==> src/sv/sqrw_pkg.sv <==
// ----------------------------------------------------------------------------
// sqrw_pkg
// Shared widths, register map, reset values and constants of the
// scale-quantized random walk.
// ----------------------------------------------------------------------------
package sqrw_pkg;

    // item fields
    localparam int NOTE_W     = 7;
    localparam int OUT_NOTE_W = 8;
    localparam int SEED_W     = 32;

    // configuration fields
    localparam int STEP_W = 7;
    localparam int BIAS_W = 16;
    localparam int SIZE_W = 4;
    localparam int DEG_W  = 4;

    localparam int SCALE_MAX_DEF = 12;

    // apb port: one 64-bit slot per register
    localparam int CFG_DATA_W = 64;
    localparam int ADDR_W     = 6;
    localparam int REG_IDX_W  = 3;

    localparam logic [REG_IDX_W-1:0] REG_MIN_NOTE   = 3'd0;
    localparam logic [REG_IDX_W-1:0] REG_MAX_NOTE   = 3'd1;
    localparam logic [REG_IDX_W-1:0] REG_STEP_LIMIT = 3'd2;
    localparam logic [REG_IDX_W-1:0] REG_STEP_BIAS  = 3'd3;
    localparam logic [REG_IDX_W-1:0] REG_QUANT_EN   = 3'd4;
    localparam logic [REG_IDX_W-1:0] REG_SCALE_LEN  = 3'd5;
    localparam logic [REG_IDX_W-1:0] REG_SCALE_DEG  = 3'd6;

    localparam logic [NOTE_W-1:0] MIN_NOTE_RESET   = 7'd0;
    localparam logic [NOTE_W-1:0] MAX_NOTE_RESET   = 7'd127;
    localparam logic [STEP_W-1:0] STEP_LIMIT_RESET = 7'd5;
    localparam logic [BIAS_W-1:0] STEP_BIAS_RESET  = 16'd0;
    localparam logic              QUANT_EN_RESET   = 1'b1;
    localparam logic [SIZE_W-1:0] SCALE_LEN_RESET  = 4'd5;
    localparam logic [47:0]       SCALE_DEG_RESET  = 48'h00_0000_097420;

    // item opcodes
    localparam logic OP_STEP    = 1'b0;
    localparam logic OP_RESTART = 1'b1;

    localparam logic [SEED_W-1:0] SEED_DEFAULT = 32'd12345;

    // octave split: note / 12 as (note * 43) >> 9, exact for notes below 128
    localparam int NOTES_PER_OCT   = 12;
    localparam int OCT_W           = 4;
    localparam int OCT_RECIP       = 43;
    localparam int OCT_RECIP_SHIFT = 9;

endpackage

==> src/sv/sqrw_ifs.sv <==
// ----------------------------------------------------------------------------
// sqrw_ifs
// Valid/ready channels of the random walk: request items in, note items out.
// ----------------------------------------------------------------------------
interface sqrw_in_if import sqrw_pkg::*; ();
    logic              valid;
    logic              ready;
    logic              op;
    logic [NOTE_W-1:0] start_note;
    logic [SEED_W-1:0] seed;

    modport source (output valid, output op, output start_note, output seed, input ready);
    modport sink   (input valid, input op, input start_note, input seed, output ready);
endinterface

interface sqrw_out_if import sqrw_pkg::*; ();
    logic                  valid;
    logic                  ready;
    logic [OUT_NOTE_W-1:0] note;
    logic [NOTE_W-1:0]     raw_note;

    modport source (output valid, output note, output raw_note, input ready);
    modport sink   (input valid, input note, input raw_note, output ready);
endinterface

==> src/sv/sqrw_quant.sv <==
// ----------------------------------------------------------------------------
// sqrw_quant
// Snaps a note to the nearest scale degree within its octave; the first
// entry with the smallest distance wins. Off or with scale_len 0, it passes through.
// ----------------------------------------------------------------------------
module sqrw_quant import sqrw_pkg::*; #(
    parameter int SCALE_MAX = SCALE_MAX_DEF
) (
    input  logic [NOTE_W-1:0]          note,
    input  logic                       enable,
    input  logic [SIZE_W-1:0]          scale_len,
    input  logic [DEG_W*SCALE_MAX-1:0] degrees,
    output logic [OUT_NOTE_W-1:0]      quant_note
);

    localparam int LEAVES = 1 << $clog2(SCALE_MAX);
    localparam int NODES  = 2 * LEAVES - 1;

    typedef struct packed {
        logic             valid;
        logic [DEG_W-1:0] gap;
        logic [DEG_W-1:0] entry;
    } node_t;

    logic [OCT_W+NOTE_W+1:0] oct_prod;
    logic [OCT_W-1:0]        octave;
    logic [OUT_NOTE_W-1:0]   oct_base;
    logic [DEG_W-1:0]        degree;
    logic [SIZE_W-1:0]       count;
    node_t                   nodes [NODES];
    logic [DEG_W-1:0]        best;

    always_comb
    begin
        oct_prod = (OCT_W+NOTE_W+2)'(note) * (OCT_W+NOTE_W+2)'(OCT_RECIP);
        octave   = oct_prod[OCT_RECIP_SHIFT +: OCT_W];
        oct_base = OUT_NOTE_W'(octave) * OUT_NOTE_W'(NOTES_PER_OCT);
        degree   = DEG_W'(OUT_NOTE_W'(note) - oct_base);
        count    = (scale_len > SIZE_W'(SCALE_MAX)) ? SIZE_W'(SCALE_MAX) : scale_len;
    end

    // leaves: distance of each degree in use, too far counts as unusable
    always_comb
    begin
        for (int i = 0; i < LEAVES; i++)
        begin
            nodes[LEAVES-1+i] = '0;
            if (i < SCALE_MAX)
            begin
                nodes[LEAVES-1+i].entry = degrees[DEG_W*(i % SCALE_MAX) +: DEG_W];
                nodes[LEAVES-1+i].gap   = (nodes[LEAVES-1+i].entry >= degree)
                                        ? nodes[LEAVES-1+i].entry - degree
                                        : degree - nodes[LEAVES-1+i].entry;
                nodes[LEAVES-1+i].valid = (SIZE_W'(i) < count)
                                        && (nodes[LEAVES-1+i].gap < DEG_W'(NOTES_PER_OCT));
            end
        end
        // min tree, left side kept on a tie
        for (int k = LEAVES - 2; k >= 0; k--)
        begin
            if (nodes[2*k+2].valid
                && (!nodes[2*k+1].valid || (nodes[2*k+2].gap < nodes[2*k+1].gap)))
                nodes[k] = nodes[2*k+2];
            else
                nodes[k] = nodes[2*k+1];
        end
    end

    always_comb
    begin
        best = nodes[0].valid ? nodes[0].entry : degrees[DEG_W-1:0];
        if (enable && (count != '0))
            quant_note = oct_base + OUT_NOTE_W'(best);
        else
            quant_note = OUT_NOTE_W'(note);
    end

endmodule

==> src/sv/scale_quantized_random_walk.sv <==
// ----------------------------------------------------------------------------
// scale_quantized_random_walk
// Xorshift-driven bounded random walk over notes 0..127 with optional
// quantizing to a programmable scale.
// ----------------------------------------------------------------------------
// Takes one item per clock unless the output stalls; a step item runs through
// the stages below, a restart item returns nothing. The generator advances at
// acceptance and the running note is updated one stage before the output
// register, so back-to-back items never wait on each other. Stages: generator
// value, step multiply, add and clamp, scale quantize. The user must write
// configuration over apb only while no item is in flight; the block won't check.
module scale_quantized_random_walk import sqrw_pkg::*; #(
    parameter int SCALE_MAX = SCALE_MAX_DEF
) (
    input  logic                  clk,
    input  logic                  rst_n,
    input  logic                  psel,
    input  logic                  penable,
    input  logic                  pwrite,
    input  logic [ADDR_W-1:0]     paddr,
    input  logic [CFG_DATA_W-1:0] pwdata,
    output logic [CFG_DATA_W-1:0] prdata,
    output logic                  pready,
    sqrw_in_if.sink               step_in,
    sqrw_out_if.source            note_out
);

    localparam int DEGS_W  = DEG_W * SCALE_MAX;
    localparam int NUMER_W = SEED_W + 3;
    localparam int PROD_W  = NUMER_W + STEP_W + 1;
    localparam int HI_W    = PROD_W - SEED_W;
    localparam int SUM_W   = HI_W + 1;
    localparam logic [DEGS_W-1:0] DEGS_RESET = DEGS_W'(SCALE_DEG_RESET);

    function automatic logic [SEED_W-1:0] xorshift32(input logic [SEED_W-1:0] x);
        logic [SEED_W-1:0] t;
        t = x ^ (x << 13);
        t = t ^ (t >> 17);
        t = t ^ (t << 5);
        return t;
    endfunction

    // configuration
    logic [NOTE_W-1:0] min_note_reg;
    logic [NOTE_W-1:0] max_note_reg;
    logic [STEP_W-1:0] step_limit_reg;
    logic [BIAS_W-1:0] step_bias_reg;
    logic              quantize_enable_reg;
    logic [SIZE_W-1:0] scale_len_reg;
    logic [DEGS_W-1:0] scale_degrees_reg;

    logic                 wr_en;
    logic [REG_IDX_W-1:0] reg_idx;

    // walk state and pipeline
    logic [SEED_W-1:0] gen_reg;
    logic [SEED_W-1:0] gen_step;
    logic [SEED_W-1:0] gen_next;
    logic [NOTE_W-1:0] running_reg;
    logic [NOTE_W-1:0] running_next;

    logic en_a, en_b, en_c, en_d, accept;

    logic              a_valid_reg;
    logic              a_op_reg;
    logic [NOTE_W-1:0] a_start_reg;
    logic [SEED_W-1:0] a_u_reg;

    logic              b_valid_reg;
    logic              b_op_reg;
    logic [NOTE_W-1:0] b_start_reg;
    logic [HI_W-1:0]   b_hi_reg;
    logic              b_frac_reg;

    logic              c_valid_reg;
    logic [NOTE_W-1:0] c_raw_reg;

    logic                  d_valid_reg;
    logic [OUT_NOTE_W-1:0] d_note_reg;
    logic [NOTE_W-1:0]     d_raw_reg;

    logic signed [NUMER_W-1:0] numer;
    logic signed [PROD_W-1:0]  prod;
    logic signed [HI_W-1:0]    step;
    logic signed [SUM_W-1:0]   sum;
    logic signed [SUM_W-1:0]   lo_lim;
    logic signed [SUM_W-1:0]   hi_lim;
    logic signed [SUM_W-1:0]   clamped;
    logic [OUT_NOTE_W-1:0]     q_note;

    // ------------------------------------------------------------------
    // apb registers
    // ------------------------------------------------------------------
    assign pready  = 1'b1;
    assign wr_en   = psel && penable && pwrite;
    assign reg_idx = paddr[ADDR_W-1:3];

    always_ff @(posedge clk or negedge rst_n)
    begin
        if (!rst_n)
        begin
            min_note_reg        <= MIN_NOTE_RESET;
            max_note_reg        <= MAX_NOTE_RESET;
            step_limit_reg      <= STEP_LIMIT_RESET;
            step_bias_reg       <= STEP_BIAS_RESET;
            quantize_enable_reg <= QUANT_EN_RESET;
            scale_len_reg       <= SCALE_LEN_RESET;
            scale_degrees_reg   <= DEGS_RESET;
        end
        else if (wr_en)
        begin
            unique case (reg_idx)
                REG_MIN_NOTE:   min_note_reg        <= pwdata[NOTE_W-1:0];
                REG_MAX_NOTE:   max_note_reg        <= pwdata[NOTE_W-1:0];
                REG_STEP_LIMIT: step_limit_reg      <= pwdata[STEP_W-1:0];
                REG_STEP_BIAS:  step_bias_reg       <= pwdata[BIAS_W-1:0];
                REG_QUANT_EN:   quantize_enable_reg <= pwdata[0];
                REG_SCALE_LEN:  scale_len_reg       <= pwdata[SIZE_W-1:0];
                REG_SCALE_DEG:  scale_degrees_reg   <= pwdata[DEGS_W-1:0];
                default: ;
            endcase
        end
    end

    always_comb
    begin
        unique case (reg_idx)
            REG_MIN_NOTE:   prdata = CFG_DATA_W'(min_note_reg);
            REG_MAX_NOTE:   prdata = CFG_DATA_W'(max_note_reg);
            REG_STEP_LIMIT: prdata = CFG_DATA_W'(step_limit_reg);
            REG_STEP_BIAS:  prdata = CFG_DATA_W'(step_bias_reg);
            REG_QUANT_EN:   prdata = CFG_DATA_W'(quantize_enable_reg);
            REG_SCALE_LEN:  prdata = CFG_DATA_W'(scale_len_reg);
            REG_SCALE_DEG:  prdata = CFG_DATA_W'(scale_degrees_reg);
            default:        prdata = '0;
        endcase
    end

    // ------------------------------------------------------------------
    // pipeline flow: each stage moves when the one after it has room
    // ------------------------------------------------------------------
    assign en_d   = !d_valid_reg || note_out.ready;
    assign en_c   = !c_valid_reg || en_d;
    assign en_b   = !b_valid_reg || en_c;
    assign en_a   = !a_valid_reg || en_b;
    assign accept = step_in.valid && en_a;

    assign step_in.ready = en_a;

    // generator advances as the item is taken
    always_comb
    begin
        gen_step = xorshift32(gen_reg);
        gen_next = gen_reg;
        if (accept)
        begin
            if (step_in.op == OP_RESTART)
                gen_next = (step_in.seed == '0) ? SEED_DEFAULT : step_in.seed;
            else
                gen_next = gen_step;
        end
    end

    // step = trunc((2u - 2^32 + bias * 2^17) * step_limit / 2^32)
    always_comb
    begin
        numer = $signed({2'b00, a_u_reg, 1'b0})
              - $signed({3'b001, {SEED_W{1'b0}}})
              + $signed({{2{step_bias_reg[BIAS_W-1]}}, step_bias_reg, 17'b0});
        prod  = numer * $signed({1'b0, step_limit_reg});
    end

    // round toward zero, add, clamp to min then max
    always_comb
    begin
        step    = $signed(b_hi_reg) + $signed(HI_W'(b_hi_reg[HI_W-1] && b_frac_reg));
        sum     = $signed({{(SUM_W-NOTE_W){1'b0}}, running_reg}) + SUM_W'(step);
        lo_lim  = $signed({{(SUM_W-NOTE_W){1'b0}}, min_note_reg});
        hi_lim  = $signed({{(SUM_W-NOTE_W){1'b0}}, max_note_reg});
        clamped = (sum < lo_lim) ? lo_lim : sum;
        clamped = (clamped > hi_lim) ? hi_lim : clamped;
        running_next = running_reg;
        if (en_c && b_valid_reg)
        begin
            if (b_op_reg == OP_RESTART)
                running_next = b_start_reg;
            else
                running_next = clamped[NOTE_W-1:0];
        end
    end

    sqrw_quant #(
        .SCALE_MAX (SCALE_MAX)
    ) u_quant (
        .note       (c_raw_reg),
        .enable     (quantize_enable_reg),
        .scale_len  (scale_len_reg),
        .degrees    (scale_degrees_reg),
        .quant_note (q_note)
    );

    always_ff @(posedge clk or negedge rst_n)
    begin
        if (!rst_n)
        begin
            gen_reg     <= SEED_DEFAULT;
            running_reg <= '0;
            a_valid_reg <= 1'b0;
            b_valid_reg <= 1'b0;
            c_valid_reg <= 1'b0;
            d_valid_reg <= 1'b0;
        end
        else
        begin
            gen_reg     <= gen_next;
            running_reg <= running_next;
            if (en_a)
                a_valid_reg <= accept;
            if (en_b)
                b_valid_reg <= a_valid_reg;
            // restart items end at the running note
            if (en_c)
                c_valid_reg <= b_valid_reg && (b_op_reg == OP_STEP);
            if (en_d)
                d_valid_reg <= c_valid_reg;
        end
    end

    always_ff @(posedge clk)
    begin
        if (accept)
        begin
            a_op_reg    <= step_in.op;
            a_start_reg <= step_in.start_note;
            a_u_reg     <= gen_step;
        end
        if (en_b && a_valid_reg)
        begin
            b_op_reg    <= a_op_reg;
            b_start_reg <= a_start_reg;
            b_hi_reg    <= prod[PROD_W-1:SEED_W];
            b_frac_reg  <= |prod[SEED_W-1:0];
        end
        if (en_c && b_valid_reg)
            c_raw_reg <= clamped[NOTE_W-1:0];
        if (en_d && c_valid_reg)
        begin
            d_note_reg <= q_note;
            d_raw_reg  <= c_raw_reg;
        end
    end

    assign note_out.valid    = d_valid_reg;
    assign note_out.note     = d_note_reg;
    assign note_out.raw_note = d_raw_reg;

    // ------------------------------------------------------------------
    // checks
    // ------------------------------------------------------------------
    a_gen_nonzero: assert property (@(posedge clk) disable iff (!rst_n)
        gen_reg != '0)
        else $error("generator state went to zero");

    a_seed_load: assert property (@(posedge clk) disable iff (!rst_n)
        accept && (step_in.op == OP_RESTART) && (step_in.seed != '0)
        |=> gen_reg == $past(step_in.seed))
        else $error("restart seed not loaded");

    a_raw_in_range: assert property (@(posedge clk) disable iff (!rst_n)
        note_out.valid && (min_note_reg <= max_note_reg)
        |-> (note_out.raw_note >= min_note_reg) && (note_out.raw_note <= max_note_reg))
        else $error("raw note outside clamp limits");

    a_raw_passthru: assert property (@(posedge clk) disable iff (!rst_n)
        note_out.valid && (!quantize_enable_reg || (scale_len_reg == '0))
        |-> note_out.note == OUT_NOTE_W'(note_out.raw_note))
        else $error("note differs from raw note with quantizing off");

endmodule
==> src/flat_wrapper.sv <==
// flat-port wrapper written by rule: the top's interface ports become plain ports
module scale_quantized_random_walk_flat import sqrw_pkg::*;
#(
    parameter int SCALE_MAX = SCALE_MAX_DEF
)
  (clk, rst_n, psel, penable, pwrite, paddr, pwdata, prdata, pready, step_in_valid, step_in_op, step_in_start_note, step_in_seed, step_in_ready, note_out_valid, note_out_note, note_out_raw_note, note_out_ready);
  sqrw_in_if step_in_i ();
  sqrw_out_if note_out_i ();
  input  logic clk;
  input  logic rst_n;
  input  logic psel;
  input  logic penable;
  input  logic pwrite;
  input  logic [ADDR_W-1:0] paddr;
  input  logic [CFG_DATA_W-1:0] pwdata;
  output logic [CFG_DATA_W-1:0] prdata;
  output logic pready;
  input wire logic [$bits(step_in_i.valid)-1:0] step_in_valid;
  input wire logic [$bits(step_in_i.op)-1:0] step_in_op;
  input wire logic [$bits(step_in_i.start_note)-1:0] step_in_start_note;
  input wire logic [$bits(step_in_i.seed)-1:0] step_in_seed;
  output wire logic [$bits(step_in_i.ready)-1:0] step_in_ready;
  output wire logic [$bits(note_out_i.valid)-1:0] note_out_valid;
  output wire logic [$bits(note_out_i.note)-1:0] note_out_note;
  output wire logic [$bits(note_out_i.raw_note)-1:0] note_out_raw_note;
  input wire logic [$bits(note_out_i.ready)-1:0] note_out_ready;
  assign step_in_i.valid = step_in_valid;
  assign step_in_i.op = step_in_op;
  assign step_in_i.start_note = step_in_start_note;
  assign step_in_i.seed = step_in_seed;
  assign step_in_ready = step_in_i.ready;
  assign note_out_valid = note_out_i.valid;
  assign note_out_note = note_out_i.note;
  assign note_out_raw_note = note_out_i.raw_note;
  assign note_out_i.ready = note_out_ready;
  scale_quantized_random_walk #(.SCALE_MAX(SCALE_MAX)) u_core (.clk(clk), .rst_n(rst_n), .psel(psel), .penable(penable), .pwrite(pwrite), .paddr(paddr), .pwdata(pwdata), .prdata(prdata), .pready(pready), .step_in(step_in_i), .note_out(note_out_i));
endmodule
==> config.mk <==
export PLATFORM = sky130hd
export DESIGN_NAME = scale_quantized_random_walk_flat
export DESIGN_NICKNAME = d
export VERILOG_FILES = /design/src/sv/sqrw_pkg.sv /design/src/sv/sqrw_ifs.sv /design/src/sv/sqrw_quant.sv /design/src/sv/scale_quantized_random_walk.sv /design/src/flat_wrapper.sv
export SDC_FILE = /design/constraint.sdc
export NUM_CORES = 1
export LEC_CHECK = 0
export ABC_AREA = 1
export BUFFER_PORTS_ARGS = -buffer_cell sky130_fd_sc_hd__buf_2
export CAP_MARGIN = 0
export CORE_UTILIZATION = 40
export DETAILED_ROUTE_END_ITERATION = 10
export SYNTH_ARGS = -nofsm -noshare
export SYNTH_HDL_FRONTEND = slang
export SYNTH_SLANG_ARGS = --single-unit
export TNS_END_PERCENT = 20
==> constraint.sdc <==
create_clock -name clk -period 16.7 [get_ports clk]
set_input_delay 3.34 -clock clk [delete_from_list [all_inputs] [get_ports clk]]
set_output_delay 3.34 -clock clk [all_outputs]
set_load 0.02 [all_outputs]
==> impl_metrics.prom <==
# TYPE chip_impl_metric gauge
chip_impl_info{name="outcome",value="complete, no violations"} 1
chip_impl_metric{name="detailroute.via_count",unit=""} 20300
chip_impl_metric{name="ys_ff_latch",unit=""} 215
chip_impl_metric{name="critPathRequiredTime",unit="ps"} 17020
chip_impl_metric{name="preCtsSetupSlack",unit="ps"} 5590
chip_impl_metric{name="violation_count_after_the_first_detailed_routing_iteration",unit=""} 1160
chip_impl_metric{name="max_slew_violations",unit=""} 0
chip_impl_metric{name="largest_register_ffs",unit=""} 48
chip_impl_metric{name="post_synth_edffs",unit=""} 82
chip_impl_metric{name="i_o_buffers",unit=""} 162
chip_impl_metric{name="die_area",unit="sq um"} 63500
chip_impl_metric{name="worstPathMaxFanout",unit=""} 24
chip_impl_metric{name="synthCells",unit=""} 3180
chip_impl_info{name="clock_tree.root_cell",value="sky130_fd_sc_hd__clkbuf_16"} 1
chip_impl_metric{name="synthArstFlopShare",unit=""} 0.619
chip_impl_metric{name="clkSlewWorstSetupHoldPaths",unit="ps"} 60
chip_impl_metric{name="ctsHoldBuffers",unit=""} 0
chip_impl_metric{name="totalNegativeSetupSlack",unit="ps"} 0
chip_impl_info{name="cts_tree",value="built"} 1
chip_impl_metric{name="grt_start_max_net_pins",unit=""} 99
chip_impl_metric{name="grt_overflow_total",unit=""} 0
chip_impl_metric{name="layout_worst_path_cycle_share",unit=""} 0.661
chip_impl_metric{name="synthDistinctLibCells",unit=""} 59
chip_impl_metric{name="nets",unit=""} 3897
chip_impl_metric{name="core_box_area",unit="sq um"} 61700
chip_impl_metric{name="worstSkewPairLatency",unit="ps"} 590
chip_impl_metric{name="multi_input_area",unit="sq um"} 16400
chip_impl_metric{name="clock_skew",unit="ps"} 18.3
chip_impl_metric{name="last_weighted_congestion_value_of_the_routability_driven_placer",unit=""} 0.915
chip_impl_metric{name="final-seq-area",unit="sq um"} 5820
chip_impl_metric{name="detail-route-antenna-nets",unit=""} 0
chip_impl_metric{name="post-cts-setup-buffer-count",unit=""} 0
chip_impl_metric{name="worstMarginPinSlew",unit="ps"} 1100
chip_impl_metric{name="flow.area_growth_from_synthesis",unit="%"} 10.2
chip_impl_metric{name="post-route-worst-setup-slack",unit="ps"} 5660
chip_impl_metric{name="routed_via_density",unit=""} 4.87
chip_impl_info{name="ys.flop_type",value="sky130_fd_sc_hd__dfrtp_1"} 1
chip_impl_metric{name="clkSinkCount",unit=""} 215
chip_impl_metric{name="drt_first_pass_iters",unit=""} 5
chip_impl_info{name="path_class",value="flop to flop"} 1
chip_impl_info{name="critical-path-slowest-cell",value="sky130_fd_sc_hd__inv_1"} 1
chip_impl_info{name="critPathLaunchType",value="flop"} 1
chip_impl_metric{name="cts_max_level",unit=""} 1
chip_impl_info{name="worst_path_dominant_cell_family",value="adder cells"} 1
chip_impl_metric{name="grt_pass1_vias",unit=""} 20000
chip_impl_metric{name="timing.final.crit_period",unit="ps"} 11040
chip_impl_metric{name="fillers",unit=""} 6326
chip_impl_info{name="worstHoldPathType",value="flop to flop"} 1
chip_impl_metric{name="final_hold_viol_count",unit=""} 0
chip_impl_metric{name="crit_buf_inv",unit=""} 12
chip_impl_info{name="crit_end_element",value="flop"} 1
chip_impl_metric{name="synthesis.area",unit="sq um"} 25000
chip_impl_metric{name="initial_core_util",unit=""} 0.405
chip_impl_metric{name="antenna_violations_before_repair",unit=""} 3
chip_impl_metric{name="timing.fmax",unit="MHz"} 90.6
chip_impl_metric{name="cp_data_arrival_time",unit="ps"} 11360
chip_impl_info{name="grt_setup_unrepaired",value="false"} 1
chip_impl_metric{name="post_cts.resized_instances",unit=""} 0
chip_impl_metric{name="largest_stage_delay_worst_path",unit="ps"} 580
chip_impl_metric{name="avgSynthCellArea",unit="sq um"} 7.86
chip_impl_metric{name="final_layout_size_suffix_gt1_frac",unit=""} 0.101
chip_impl_metric{name="clockBufferDepth",unit=""} 3
chip_impl_info{name="synth.area.top_cells",value="sky130_fd_sc_hd__fa_1 (17%), sky130_fd_sc_hd__ha_1 (13%), sky130_fd_sc_hd__dfrtp_1 (11%), sky130_fd_sc_hd__nand2_1 (11%), sky130_fd_sc_hd__edfxtp_1 (9.9%)"} 1
chip_impl_metric{name="synth.yosys.seq_area_share",unit=""} 0.233
chip_impl_metric{name="dp_hpwl",unit="microns"} 51300
chip_impl_metric{name="detail_route.wirelength",unit="microns"} 65300
chip_impl_metric{name="horiz_die_dim",unit="microns"} 252
chip_impl_metric{name="setup_viol",unit=""} 0
chip_impl_metric{name="synthDominantCellAreaShare",unit=""} 0.168
chip_impl_metric{name="post_drt_wl_per_cell",unit="microns"} 15.7
chip_impl_info{name="synthDominantAreaCellType",value="sky130_fd_sc_hd__fa_1"} 1
chip_impl_metric{name="ys_warn_count",unit=""} 0
chip_impl_metric{name="drt_drc_violations_left",unit=""} 0
chip_impl_metric{name="number_of_top_level_pins",unit=""} 199
chip_impl_metric{name="numCtsBuffers",unit=""} 27
chip_impl_metric{name="groute.usage.overall",unit=""} 0.210
chip_impl_metric{name="grt_pass1_wl",unit="microns"} 105000
chip_impl_info{name="critPathMostFrequentCell",value="sky130_fd_sc_hd__nand2_1"} 1
chip_impl_metric{name="die_y",unit="microns"} 252
chip_impl_metric{name="max-slew-margin-rel",unit=""} 0.267
chip_impl_metric{name="fin_util",unit=""} 0.446
chip_impl_metric{name="maxCapViolations",unit=""} 0
chip_impl_metric{name="number_of_core_rows",unit=""} 91
[stage by stage]
stage / instance area, sq um / std cells / hold WS [ps]
floorplan: 25000 / 3195 / 400
global placement: 26600 / 4119 / 402
detailed placement: 26600 / 4119 / 406
CTS: 27500 / 4169 / 421
global route: 27500 / 4170 / 421
finish: 27500 / 4171 / 419
[cells in the mapped netlist (2+ instances only)]
cell type and instances:
sky130_fd_sc_hd__nand2_1 716, sky130_fd_sc_hd__inv_1 641, sky130_fd_sc_hd__ha_1 259, sky130_fd_sc_hd__o21ai_0 212, sky130_fd_sc_hd__fa_1 210, sky130_fd_sc_hd__nor2_1 204
sky130_fd_sc_hd__a21oi_1 129, sky130_fd_sc_hd__dfrtp_1 108, sky130_fd_sc_hd__xor2_1 98, sky130_fd_sc_hd__edfxtp_1 82, sky130_fd_sc_hd__nand3_1 70, sky130_fd_sc_hd__clkbuf_1 66
sky130_fd_sc_hd__xnor2_1 60, sky130_fd_sc_hd__a31oi_1 30, sky130_fd_sc_hd__nand2_2 27, sky130_fd_sc_hd__dfstp_2 25, sky130_fd_sc_hd__o211ai_1 24, sky130_fd_sc_hd__buf_4 17
sky130_fd_sc_hd__o21ai_1 17, sky130_fd_sc_hd__a21o_1 13, sky130_fd_sc_hd__or2_2 13, sky130_fd_sc_hd__nor3_1 12, sky130_fd_sc_hd__mux2_2 11, sky130_fd_sc_hd__nand2_4 10
sky130_fd_sc_hd__nand4_1 10, sky130_fd_sc_hd__o21bai_1 10, sky130_fd_sc_hd__nand3b_1 9, sky130_fd_sc_hd__o221ai_1 9, sky130_fd_sc_hd__inv_2 8, sky130_fd_sc_hd__nor4_1 8
sky130_fd_sc_hd__o22ai_1 8, sky130_fd_sc_hd__a211oi_1 7, sky130_fd_sc_hd__o21ai_2 7, sky130_fd_sc_hd__o2111ai_1 5, sky130_fd_sc_hd__a21boi_1 4, sky130_fd_sc_hd__buf_1 4
sky130_fd_sc_hd__a21oi_2 3, sky130_fd_sc_hd__a221oi_1 3, sky130_fd_sc_hd__clkinv_1 3, sky130_fd_sc_hd__mux2i_1 3, sky130_fd_sc_hd__o21a_1 3, sky130_fd_sc_hd__a211o_1 2
sky130_fd_sc_hd__a22o_1 2, sky130_fd_sc_hd__conb_1 2, sky130_fd_sc_hd__nor2_4 2
[layout by cell type (no fill, tap or decap), types with 9 or more instances in the layout]
master / count
sky130_fd_sc_hd__or2_2: 13
sky130_fd_sc_hd__dfstp_2: 25
sky130_fd_sc_hd__conb_1: 17
sky130_fd_sc_hd__nand2_1: 716
sky130_fd_sc_hd__xnor2_1: 60
sky130_fd_sc_hd__nor2_1: 202
sky130_fd_sc_hd__o211ai_1: 24
sky130_fd_sc_hd__nand2_4: 10
sky130_fd_sc_hd__a21oi_1: 129
sky130_fd_sc_hd__a21o_1: 13
sky130_fd_sc_hd__buf_4: 14
sky130_fd_sc_hd__edfxtp_1: 82
sky130_fd_sc_hd__ha_1: 259
sky130_fd_sc_hd__o21ai_0: 212
sky130_fd_sc_hd__o221ai_1: 9
sky130_fd_sc_hd__clkbuf_16: 27
sky130_fd_sc_hd__o21ai_1: 17
sky130_fd_sc_hd__nand3b_1: 9
sky130_fd_sc_hd__xor2_1: 98
sky130_fd_sc_hd__inv_2: 9
sky130_fd_sc_hd__nand3_1: 70
sky130_fd_sc_hd__buf_2: 161
sky130_fd_sc_hd__dfrtp_1: 108
sky130_fd_sc_hd__o21bai_1: 10
sky130_fd_sc_hd__nand4_1: 10
sky130_fd_sc_hd__nand2_2: 27
sky130_fd_sc_hd__fa_1: 210
sky130_fd_sc_hd__a31oi_1: 30
sky130_fd_sc_hd__inv_1: 640
sky130_fd_sc_hd__mux2_2: 11
sky130_fd_sc_hd__nor3_1: 11
[worst register-to-register path: cells and delay by family (launching register included)]
family | cells | cell delay (ps)
fa+ha+maj | 12 | 4190
xor+xnor | 2 | 290
flops | 1 | 370
simple gates | 24 | 2390
compound gates | 10 | 1740
buf+inv | 12 | 1780
[kinds of logic after synthesis]
logic type,after synthesis,synth area share
AND/OR/NAND/NOR,1085,0.179
multiplexers,15,0.00661
other,2,0.000301
flip-flops,215,0.233
buffers and inverters,741,0.115
AO/OA/AOI/OAI,495,0.113
XOR/XNOR,158,0.0554
adder cells (fa/ha/maj),469,0.298
[area by class of cell]
class                           count  area share
Multi-Input combinational cell   2239       0.595
Sequential cell                   215       0.211
Inverter                          652      0.0889
Tap cell                          837      0.0380
Timing Repair Buffer              176      0.0335
Clock buffer                       36      0.0270
Clock inverter                     14     0.00591
Antenna cell                        2    0.000182
[worst paths after layout]
path / start / endpoint / slack [ps] / cells past startpoint
max: u_core.c_raw_reg[1] / u_core.note_out.note[6] / 5660 / 60
min: u_core.a_start_reg[6] / u_core.b_start_reg[6] / 420 / 0
max reg2reg: u_core.c_raw_reg[1] / u_core.note_out.note[6] / 5660 / 60
min reg2reg: u_core.a_start_reg[6] / u_core.b_start_reg[6] / 420 / 0
max in group asynchronous: rst_n / u_core.scale_degrees_reg[41] / 12600 / 2
min in group asynchronous: rst_n / u_core.a_valid_reg / 2850 / 1
[per-layer routing]
metal,up-vias,global-route usage,share of wire
met2,436,0.356,0.47
met3,93,0.0269,0.051
met1,9562,0.279,0.45
met4,0,0.0606,0.029
met5,-,0,0
li1,10200,-,-
Power is not shown: default switching activity piles up to over one toggle a cycle in this logic, so the estimate is an artifact.
